--- src/rtl/lat_pkg.sv ---
// shared constants and types for the lru age table
`timescale 1ns / 1ps
package lat_pkg;
    localparam int DEPTH     = 64;
    localparam int IDX_W     = $clog2(DEPTH);
    localparam int CNT_W     = IDX_W + 1;
    localparam int KEY_BITS  = 64;
    localparam int AGE_BITS  = 16;
    localparam int SIZE_W    = 32;
    localparam int TOT_W     = 38;
    localparam int OP_W      = 3;
    localparam int ST_W      = 2;

    localparam logic [AGE_BITS-1:0] AGE_MAX = '1;

    localparam logic [OP_W-1:0] OP_INSERT = 3'd0;
    localparam logic [OP_W-1:0] OP_LOOKUP = 3'd1;
    localparam logic [OP_W-1:0] OP_ERASE  = 3'd2;
    localparam logic [OP_W-1:0] OP_TOUCH  = 3'd3;
    localparam logic [OP_W-1:0] OP_EVICT  = 3'd4;

    localparam logic [ST_W-1:0] ST_OK     = 2'd0;
    localparam logic [ST_W-1:0] ST_FULL   = 2'd1;
    localparam logic [ST_W-1:0] ST_ABSENT = 2'd2;

    typedef struct packed {
        logic [KEY_BITS-1:0] key;
        logic [AGE_BITS-1:0] age;
        logic [SIZE_W-1:0]   size;
    } t_entry;

    typedef struct packed {
        logic                match;
        logic                take_free;
        logic                take_best;
        logic [AGE_BITS-1:0] touched_age;
    } t_eval;
endpackage

--- src/rtl/lat_entry_eval.sv ---
// per-entry decisions while the table is scanned
`timescale 1ns / 1ps
module lat_entry_eval
    import lat_pkg::*;
(
    input  t_entry              i_entry,
    input  logic                i_valid,
    input  logic [KEY_BITS-1:0] i_key,
    input  logic                i_free_found,
    input  logic                i_best_found,
    input  logic [AGE_BITS-1:0] i_best_age,
    input  logic [KEY_BITS-1:0] i_best_key,
    output t_eval               o_eval
);
    logic w_match;
    assign w_match = i_valid && (i_entry.key == i_key);

    always_comb begin
        o_eval.match     = w_match;
        o_eval.take_free = !i_valid && !i_free_found;
        // greatest nonzero age, smallest key on a tie
        o_eval.take_best = i_valid && (i_entry.age != '0) &&
            (!i_best_found || (i_entry.age > i_best_age) ||
             ((i_entry.age == i_best_age) && (i_entry.key < i_best_key)));
        if (w_match) begin
            o_eval.touched_age = '0;
        end else if (i_entry.age == AGE_MAX) begin
            o_eval.touched_age = i_entry.age;
        end else begin
            o_eval.touched_age = i_entry.age + AGE_BITS'(1);
        end
    end
endmodule

--- config.mk ---
export PLATFORM = sky130hd
export DESIGN_NAME = lat_entry_eval
export DESIGN_NICKNAME = d
export VERILOG_FILES = /design/src/rtl/lat_pkg.sv /design/src/rtl/lat_entry_eval.sv
export SDC_FILE = /design/constraint.sdc
export NUM_CORES = 1
export LEC_CHECK = 0
export BUFFER_PORTS_ARGS = -buffer_cell sky130_fd_sc_hd__buf_2
export CORE_AREA = 2 2 108 110
export DETAILED_ROUTE_END_ITERATION = 8
export DIE_AREA = 0 0 110 112
export PLACE_DENSITY = 0.7
export SKIP_LAST_GASP = 1
export SLEW_MARGIN = 15
export SYNTH_ARGS = -nofsm -noshare
export SYNTH_HDL_FRONTEND = slang
export SYNTH_SLANG_ARGS = --single-unit
--- constraint.sdc ---
create_clock -name vclk -period 3.35
set_clock_uncertainty 0.15 [all_clocks]
set_input_delay 0.67 -clock vclk [all_inputs]
set_output_delay 0.67 -clock vclk [all_outputs]
set_load 0.005 [all_outputs]
==> flow_summary.json, run 1 <==
{
  "antenna_cells": 0,
  "finalPower_uw": 648,
  "wl_um": 14300,
  "pin_count": 278,
  "core_sq_um": 11200,
  "pre_cts_slack_ps": -186,
  "yosysUniqueCellTypes": 52,
  "tightestPinTransition_ps": 608,
  "cp.required_ps": 2530,
  "min_period_ps": 3340,
  "ctsHoldBuffers": 0,
  "crit_path_end_kind": "output port",
  "synth-simple-area-share_pct": 22.9,
  "synth_xor_xnor_area_share_pct": 15.2,
  "crit_path_max_fanout": 3,
  "nNetsFinal": 1124,
  "rsz0062_at_grt": "true",
  "outcome": "completed",
  "p_comb_share_pct": 100.0,
  "crit_end": "o_eval[16]",
  "dieHeight_um": 112,
  "startpoint": "i_entry[59]",
  "synth_top_cell_by_area": "ha_1",
  "slew_headroom_pct": 59.4,
  "first_pass_iters": 4,
  "min_period_over_period_pct": 99.8,
  "die_x_um": 110,
  "drt_iter0_markers": 293,
  "syn_avg_cell_area_sq_um": 7.09,
  "hold_path_class": "primary input to output port",
  "finalHoldViolCount": 0,
  "synth.area.top_cells": "ha_1 31%, inv_1 11%, xnor2_1 9.6%",
  "dieArea_sq_um": 12300,
  "seq_cell_count": 0,
  "p_int_uw": 347,
  "setup_viol": 0,
  "grt_util_all_layers_pct": 21.1,
  "layoutNonFillerInstCount": 925,
  "multiInputGateArea_sq_um": 3160,
  "port_buffers": 246,
  "synthAdderAreaFrac_pct": 30.9,
  "slew_violations": 0,
  "synth_compound_area_share_pct": 18.4,
  "netlist_instances": 462,
  "powerDensity_nw_per_um2": 115,
  "start_util_pct": 29.3,
  "start_kind": "primary input",
  "grt_pass1_vias": 4485,
  "vias": 4527,
  "cap_viol_max_count": 0,
  "fillers": 1164,
  "place_congestion": 0.905,
  "seqPwrFrac_pct": 0,
  "clock_buffer_count": 0,
  "critical_path_arrival_ps": 2520,
  "utilization_pct": 50.6,
  "grt_max_degree": 18,
  "yosysMostFrequentCell": "inv_1",
  "ir_drop_v": 0.0000692,
  "synth_top_family_by_area": "adder cells",
  "syn-num-nets": 802,
  "drc": 0,
  "fmax_mhz": 299,
  "final.setup.worst_slack_ps": 5.22,
  "antenna_found_initial": 0,
  "grt_pass1_wl_um": 20400,
  "drive_above_1_share_pct": 46.9,
  "power.switching_uw": 301,
  "swShare_pct": 46.5,
  "synth_warnings": 0,
  "crit_type": "primary input to output port",
  "dp_cells": 921,
  "area_delta_synth_final_pct": 72.5,
  "yosys.area.top_type_share_pct": 30.9,
  "grt-ovfl-total": 0,
  "synthTopCellsByCount": "97 x inv_1, 81 x ha_1, 36 x xnor2_1, 35 x a21oi_1, 29 x nand4_1",
  "avgRoutedWirePerCell_um": 15.4,
  "ant_nets": 0,
  "ys_seq_area_share_pct": 0,
  "p_leak_uw": 0.00311,
  "muxShareOfSynthArea_pct": 0.611,
  "seqCellArea_sq_um": 0,
  "syn_area_sq_um": 3280,
  "power_frac_clock_pct": 0,
  "viasPerCell": 4.89,
  "rows": 39,
  "hpwlAfterDp_um": 12600
}
[how the worst min path moves through the flow]
stage,startpoint,slack (ps),to,cells past startpoint
finish,i_free_found,1420,o_eval[17],3
global route,i_free_found,1450,o_eval[17],3
global placement,i_free_found,1430,o_eval[17],3
CTS,i_free_found,1430,o_eval[17],3
detailed placement,i_free_found,1430,o_eval[17],3
floorplan,i_free_found,1220,o_eval[17],1
[cells by family after synthesis]
kind of cell	count (synthesis)
xor gates and xnor gates	57
buffers and inverters	100
adders and majority gates	81
and+or+nand+nor	131
AOI/OAI and AO/OA	91
muxes	2
[power by group through the flow]
stage	clock [uW]	sequential, uW	combinational (uW)
floorplan	0	0	257
global placement	0	0	584
detailed placement	0	0	592
CTS	0	0	618
global route	0	0	722
finish	0	0	648
[layer usage]
metal	track usage, %	part of all wire, %	up-vias
met1	23.3	38	2012
met4	3.97	2.5	0
met5	0	0	-
met3	2.58	7.4	20
li1	-	-	2280
met2	41.9	52	215
[critical path: stages]
cell and delay (ps):
buf_2 110, ha_1 300, and4_1 200, nand2_1 110
a2111oi_4 330, nor3_2 60, buf_4 140, o311ai_1 260
buf_4 160, o21ai_2 50, buf_2 120
[placed cells by master, fill, tap and decap left out, drive strengths merged, types with 4 or more instances in the layout]
cell type,n
nor2,24
nand2,16
inv,97
a2111oi,4
nand3,16
nor4,11
nor2b,7
a21o,12
nor3,8
xnor2,36
buf,322
nand4,30
ha,81
o22ai,7
and4,6
a21oi,35
xor2,21
o21ai,11
[area by class of cell]
cell class,instances,share of cell area (%)
inverter,97,6.53
multi-input combinational,362,55.9
timing repair buffer,323,34.4
tap,143,3.16
[through the flow]
stage / instance area [sq um] / hold slack, ps / TNS [ps]
6_report: 5650 / 1420 / 0
5_1_grt: 5650 / 1450 / -100
4_1_cts: 5400 / 1430 / -54.9
3_5_place_dp: 5220 / 1430 / -186
3_3_place_gp: 5220 / 1430 / -207
2_1_floorplan: 3280 / 1220 / 0
[what timing repair did]
| item | CTS | global route |
|---|---|---|
| setup endpoints to repair | 1 | 18 |
| gates resized for setup | 35 | 36 |
| pin swaps | 12 | 18 |
| cloned | 0 | 1 |
| setup buffers | 1 | 2 |
No activity file was read; power rests on OpenSTA's default activity.
==> run 2: changes to the inputs <==
--- a/config.mk
+++ b/config.mk
@@ -5,11 +5,13 @@
 export SDC_FILE = /design/constraint.sdc
 export NUM_CORES = 1
 export LEC_CHECK = 0
+export ABC_AREA = 1
 export BUFFER_PORTS_ARGS = -buffer_cell sky130_fd_sc_hd__buf_2
-export CORE_AREA = 2 2 108 110
+export CORE_ASPECT_RATIO = 0.6
+export CORE_MARGIN = 1
+export CORE_UTILIZATION = 36
 export DETAILED_ROUTE_END_ITERATION = 8
-export DIE_AREA = 0 0 110 112
-export PLACE_DENSITY = 0.7
+export PLACE_DENSITY = 0.78
 export SKIP_LAST_GASP = 1
 export SLEW_MARGIN = 15
 export SYNTH_ARGS = -nofsm -noshare
==> run 2 against run 1 <==
Die area fell by 7.1%. Worst hold slack lost 18 ps. Setup slack gained 80 ps. Clock-buffer cell count stayed put. Via count increased by 16%. Global-route usage increased by 3.8 points. Utilization is 0.29 points higher.
==> flow_summary.json, run 2 <==
{
  "antenna_cells": 0,
  "cp.required_ps": 2530,
  "seqCellArea_sq_um": 0,
  "setup_viol": 0,
  "grt_pass1_wl_um": 22300,
  "mostFrequentLayoutCell": "buf_2",
  "fillers": 1122,
  "cap_viol_max_count": 0,
  "syn_area_sq_um": 3960,
  "worstPathCellList": "buf_2 -> nand2_1 -> nand2_1 -> nor2_1 -> nand3b_1 -> nor4_1 -> buf_4 -> nand3_1 -> nor2_1 -> nor2_1 -> buf_2",
  "first_pass_iters": 5,
  "yosys.area.top_type_share_pct": 25.6,
  "grt-ovfl-total": 0,
  "ctsHoldBuffers": 0,
  "cpPeakStageDelay_ps": 380,
  "yosysMostFrequentCell": "inv_1",
  "area_delta_synth_final_pct": 36.5,
  "start_kind": "primary input",
  "nNetsFinal": 1282,
  "hpwlAfterDp_um": 13700,
  "crit_path_max_fanout": 3,
  "antenna_found_initial": 0,
  "place_congestion": 0.927,
  "drt_iter0_markers": 324,
  "drive_above_1_share_pct": 31.5,
  "dieArea_sq_um": 11400,
  "syn_avg_cell_area_sq_um": 5.74,
  "min_period_over_period_pct": 97.5,
  "dieHeight_um": 83.3,
  "cp_slowest_cell": "nor4_1",
  "rsz0062_at_grt": "false",
  "synth_top_cell_by_area": "ha_1",
  "multiInputGateArea_sq_um": 3270,
  "rows": 29,
  "critical_path_arrival_ps": 2440,
  "crit_type": "primary input to output port",
  "wl_um": 14700,
  "final_cell_mix": "246 x buf_2, 173 x inv_1, 126 x nand2_1",
  "ir_drop_v": 0.0000632,
  "outcome": "completed",
  "yosysUniqueCellTypes": 33,
  "seq_cell_count": 0,
  "grt_util_all_layers_pct": 24.9,
  "hold_path_class": "primary input to output port",
  "finalHoldViolCount": 0,
  "grt_pass1_vias": 4633,
  "syn-num-nets": 1031,
  "fmax_mhz": 306,
  "core_sq_um": 10600,
  "fin_setup_tns_ps": 0,
  "min_period_ps": 3260,
  "drc": 0,
  "pin_count": 278,
  "slew_violations": 0,
  "crit_top_cell": "nor2_1",
  "vias": 5237,
  "synth.area.top_cells": "ha_1 26%, inv_1 16%, nand2_1 12%",
  "ant_nets": 0,
  "crit_path_end_kind": "output port",
  "p_leak_uw": 0.00340,
  "viasPerCell": 4.85,
  "start_util_pct": 37.3,
  "netlist_instances": 691,
  "grt_max_degree": 16,
  "clock_buffer_count": 0,
  "layoutNonFillerInstCount": 1079,
  "place_area_sq_um": 5400,
  "die_x_um": 137,
  "synth_warnings": 0,
  "dp_cells": 1079,
  "synthTopCellsByCount": "173 x inv_1, 126 x nand2_1, 81 x ha_1, 55 x nor2_1, 45 x a21oi_1",
  "final_cell_area_sq_um": 5410,
  "port_buffers": 246,
  "avgRoutedWirePerCell_um": 13.7,
  "powerDensity_nw_per_um2": 113,
  "ys_seq_area_share_pct": 0,
  "slew_headroom_pct": 64.0,
  "tightestPinTransition_ps": 538
}
-- run 2: cell count changes after synthesis, sizes merged, moves of 12 or more --
cell / before / now
nand2: 16 / 133
inv: 97 / 180
a21o: 12 / 0
nor3: 8 / 27
or2: 1 / 16
o21ai: 11 / 26
nor2: 24 / 60
xnor2: 36 / 15
-- run 2: per-layer routing --
metal,part of all wire [%],vias up,GRT usage (%)
met5,0,-,0
met4,0.59,0,1.40
li1,-,2706,-
met2,40,268,38.5
met1,47,2253,37.1
met3,12,10,4.15
-- run 2: path summary, 6_finish.rpt --
| check | from | endpoint | depth (start not counted) |
|---|---|---|---|
| worst max-delay path | i_entry[85] | o_eval[2] | 11 |
| worst min-delay path | i_free_found | o_eval[17] | 3 |
-- run 2: cell type report --
type               count  share of cell area [%]
multi-input cells    508                    60.5
repair buffers       251                    23.7
inverters            181                    12.6
well taps            139                    3.21
-- run 2: worst max-delay path: cells and delay by family --
kind | cells | cell delay [ps]
buffers and inverters | 3 | 460
and+or+nand+nor | 8 | 1290
-- run 2: metrics by stage --
step	hold WS [ps]	util [%]	power, uW	setup slack, ps
after floorplan	1220	-	318	697
after global placement	1400	50.8	591	194
after detailed placement	1400	50.8	604	181
after CTS	1400	50.8	607	170
after global routing	1410	50.9	695	5.55
final	1400	50.9	613	85.0
-- run 2: cells by family (layout without fill, tap and decap cells) --
kind of cell             count (synthesis)  in the layout  share of synthesized area, %
AO/OA/AOI/OAI                           77             77                          10.1
XOR/XNOR                                42             42                          9.28
adder cells (fa/ha/maj)                 81             81                          25.6
buffers and inverters                  183            432                          17.6
AND/OR/NAND/NOR                        308            308                          37.4
-- run 2: report_power, final --
group / switching [uW] / internal [uW]
Clock: 0 / 0
Combinational: 340 / 272
Sequential: 0 / 0
Total: 340 / 272
-- run 2: what timing repair did --
action / in CTS / in global routing
setup buffers: 0 / 0
gates resized for setup: 0 / 2
setup endpoints to repair: 0 / 1
==> run 3: changes to the inputs <==
--- a/config.mk
+++ b/config.mk
@@ -6,12 +6,12 @@
 export NUM_CORES = 1
 export LEC_CHECK = 0
 export ABC_AREA = 1
-export BUFFER_PORTS_ARGS = -buffer_cell sky130_fd_sc_hd__buf_2
 export CORE_ASPECT_RATIO = 0.6
 export CORE_MARGIN = 1
 export CORE_UTILIZATION = 36
 export DETAILED_ROUTE_END_ITERATION = 8
-export PLACE_DENSITY = 0.78
+export DONT_BUFFER_PORTS = 1
+export PLACE_DENSITY = 0.56
 export SKIP_LAST_GASP = 1
 export SLEW_MARGIN = 15
 export SYNTH_ARGS = -nofsm -noshare
==> run 3 against run 2 <==
Maximum frequency rose by 6.0%. Total power fell by 30%. Via count fell by 18%. Combinational power fell by 30%. Critical path depth fell by 3. Die area did not move. Flip-flop and latch count did not move. Final area fell by 24%. Clock-buffer cell count did not move. Non-clock buffer count fell by 249. Utilization fell by 12 points. Critical path type unchanged. Critical endpoint is now o_eval[1]. Largest cell class unchanged.
==> flow_summary.json, run 3 (synthesis gave the netlist of run 2 again) <==
{
  "outcome": "completed",
  "critical_path_arrival_ps": 2260,
  "ir_drop_v": 0.0000490,
  "pin_count": 278,
  "powerDensity_nw_per_um2": 104,
  "p_leak_uw": 0.00240,
  "dieArea_sq_um": 11400,
  "core_sq_um": 10600,
  "vias": 4313,
  "ant_nets": 0,
  "crit_end": "o_eval[1]",
  "wl_um": 14400,
  "drive_above_1_share_pct": 6.51,
  "cts_resized": 0,
  "hold-worst-slack_ps": 1220,
  "viasPerCell": 5.20,
  "first_pass_iters": 5,
  "dieHeight_um": 83.3,
  "seq_cell_count": 0,
  "final_cell_mix": "173 x inv_1, 126 x nand2_1, 81 x ha_1",
  "slew_headroom_pct": 60.6,
  "grt_pass1_wl_um": 21300,
  "tightestPinTransition_ps": 588,
  "cp.required_ps": 2530,
  "startpoint": "i_key[1]",
  "antenna_found_initial": 0,
  "fin_setup_tns_ps": 0,
  "ctsHoldBuffers": 0,
  "start_kind": "primary input",
  "fmax_mhz": 325,
  "cp_slowest_cell": "xnor2_1",
  "setup_viol": 0,
  "dr_wl_met3_um": 1650,
  "cap_viol_max_count": 0,
  "drc": 0,
  "highest_layer": "met4",
  "seqCellArea_sq_um": 0,
  "met1_length_um": 6930,
  "slew_violations": 0,
  "grt_max_degree": 16,
  "hpwlAfterDp_um": 13500,
  "finalHoldViolCount": 0,
  "whs_path_depth": 1,
  "mostFrequentLayoutCell": "inv_1",
  "grt_pass1_vias": 4201,
  "place_congestion": 0.929,
  "cpPeakStageDelay_ps": 370,
  "antenna_cells": 0,
  "clock_buffer_count": 0,
  "crit_type": "primary input to output port",
  "min_period_ps": 3080,
  "met2_length_um": 5780,
  "grt_util_all_layers_pct": 24.2,
  "rsz0062_at_grt": "false",
  "min_period_over_period_pct": 92.0,
  "hold_path_class": "primary input to output port",
  "die_x_um": 137,
  "avgRoutedWirePerCell_um": 17.4,
  "port_buffers": 0,
  "crit_path_end_kind": "output port",
  "drt_iter0_markers": 235,
  "nNetsFinal": 1033,
  "start_util_pct": 37.3,
  "post_cts_buffers": 0,
  "crit_path_max_fanout": 15,
  "worstPathCellList": "xnor2_1 -> nand3_1 -> nor3_1 -> nand4_1 -> nor2_2 -> nand3_2 -> nand2_1 -> inv_1",
  "grt-ovfl-total": 0,
  "area_delta_synth_final_pct": 4.29,
  "rows": 29
}
run 3: cell types whose count changed in the layout (fill, tap and decap cells not counted), sizes merged:
cell and delta:
buf -249
run 3: layout make-up:
cell class,instances,area (sq um)
Fill cell,1186,6500
Multi-Input combinational cell,508,3260
Inverter,181,681
Timing Repair Buffer,2,15.0
Tap cell,139,174
run 3: worst min path at each step:
stage / start / end / slack [ps]
after global placement: i_free_found / o_eval[17] / 1220
final: i_free_found / o_eval[17] / 1220
after floorplan: i_free_found / o_eval[17] / 1220
after CTS: i_free_found / o_eval[17] / 1220
after detailed placement: i_free_found / o_eval[17] / 1220
after global routing: i_free_found / o_eval[17] / 1220
run 3: power breakdown:
part           internal (uW)  switching (uW)
Sequential                 0               0
Clock                      0               0
Combinational            173             257
run 3: through the flow:
step / area [sq um] / std cells / utilization (%) / setup slack (ps) / total power (uW)
floorplan: 3960 / 691 / - / 697 / 318
global placement: 4130 / 830 / 38.9 / 211 / 409
detailed placement: 4130 / 830 / 38.9 / 258 / 425
CTS: 4130 / 830 / 38.9 / 249 / 428
global route: 4130 / 830 / 38.9 / 130 / 495
finish: 4130 / 830 / 38.9 / 269 / 430
run 3: per-layer routing:
layer / up-vias / GRT usage [%]
li1: 2209 / -
met1: 1881 / 35.9
met2: 219 / 37.2
met3: 4 / 4.52
met4: 0 / 0.899
met5: - / 0
run 3: worst max-delay path, delay by kind of cell:
| family | cells | cell delay [ps] |
|---|---|---|
| buf+inv | 1 | 70 |
| xor+xnor | 1 | 370 |
| simple gates | 6 | 1150 |
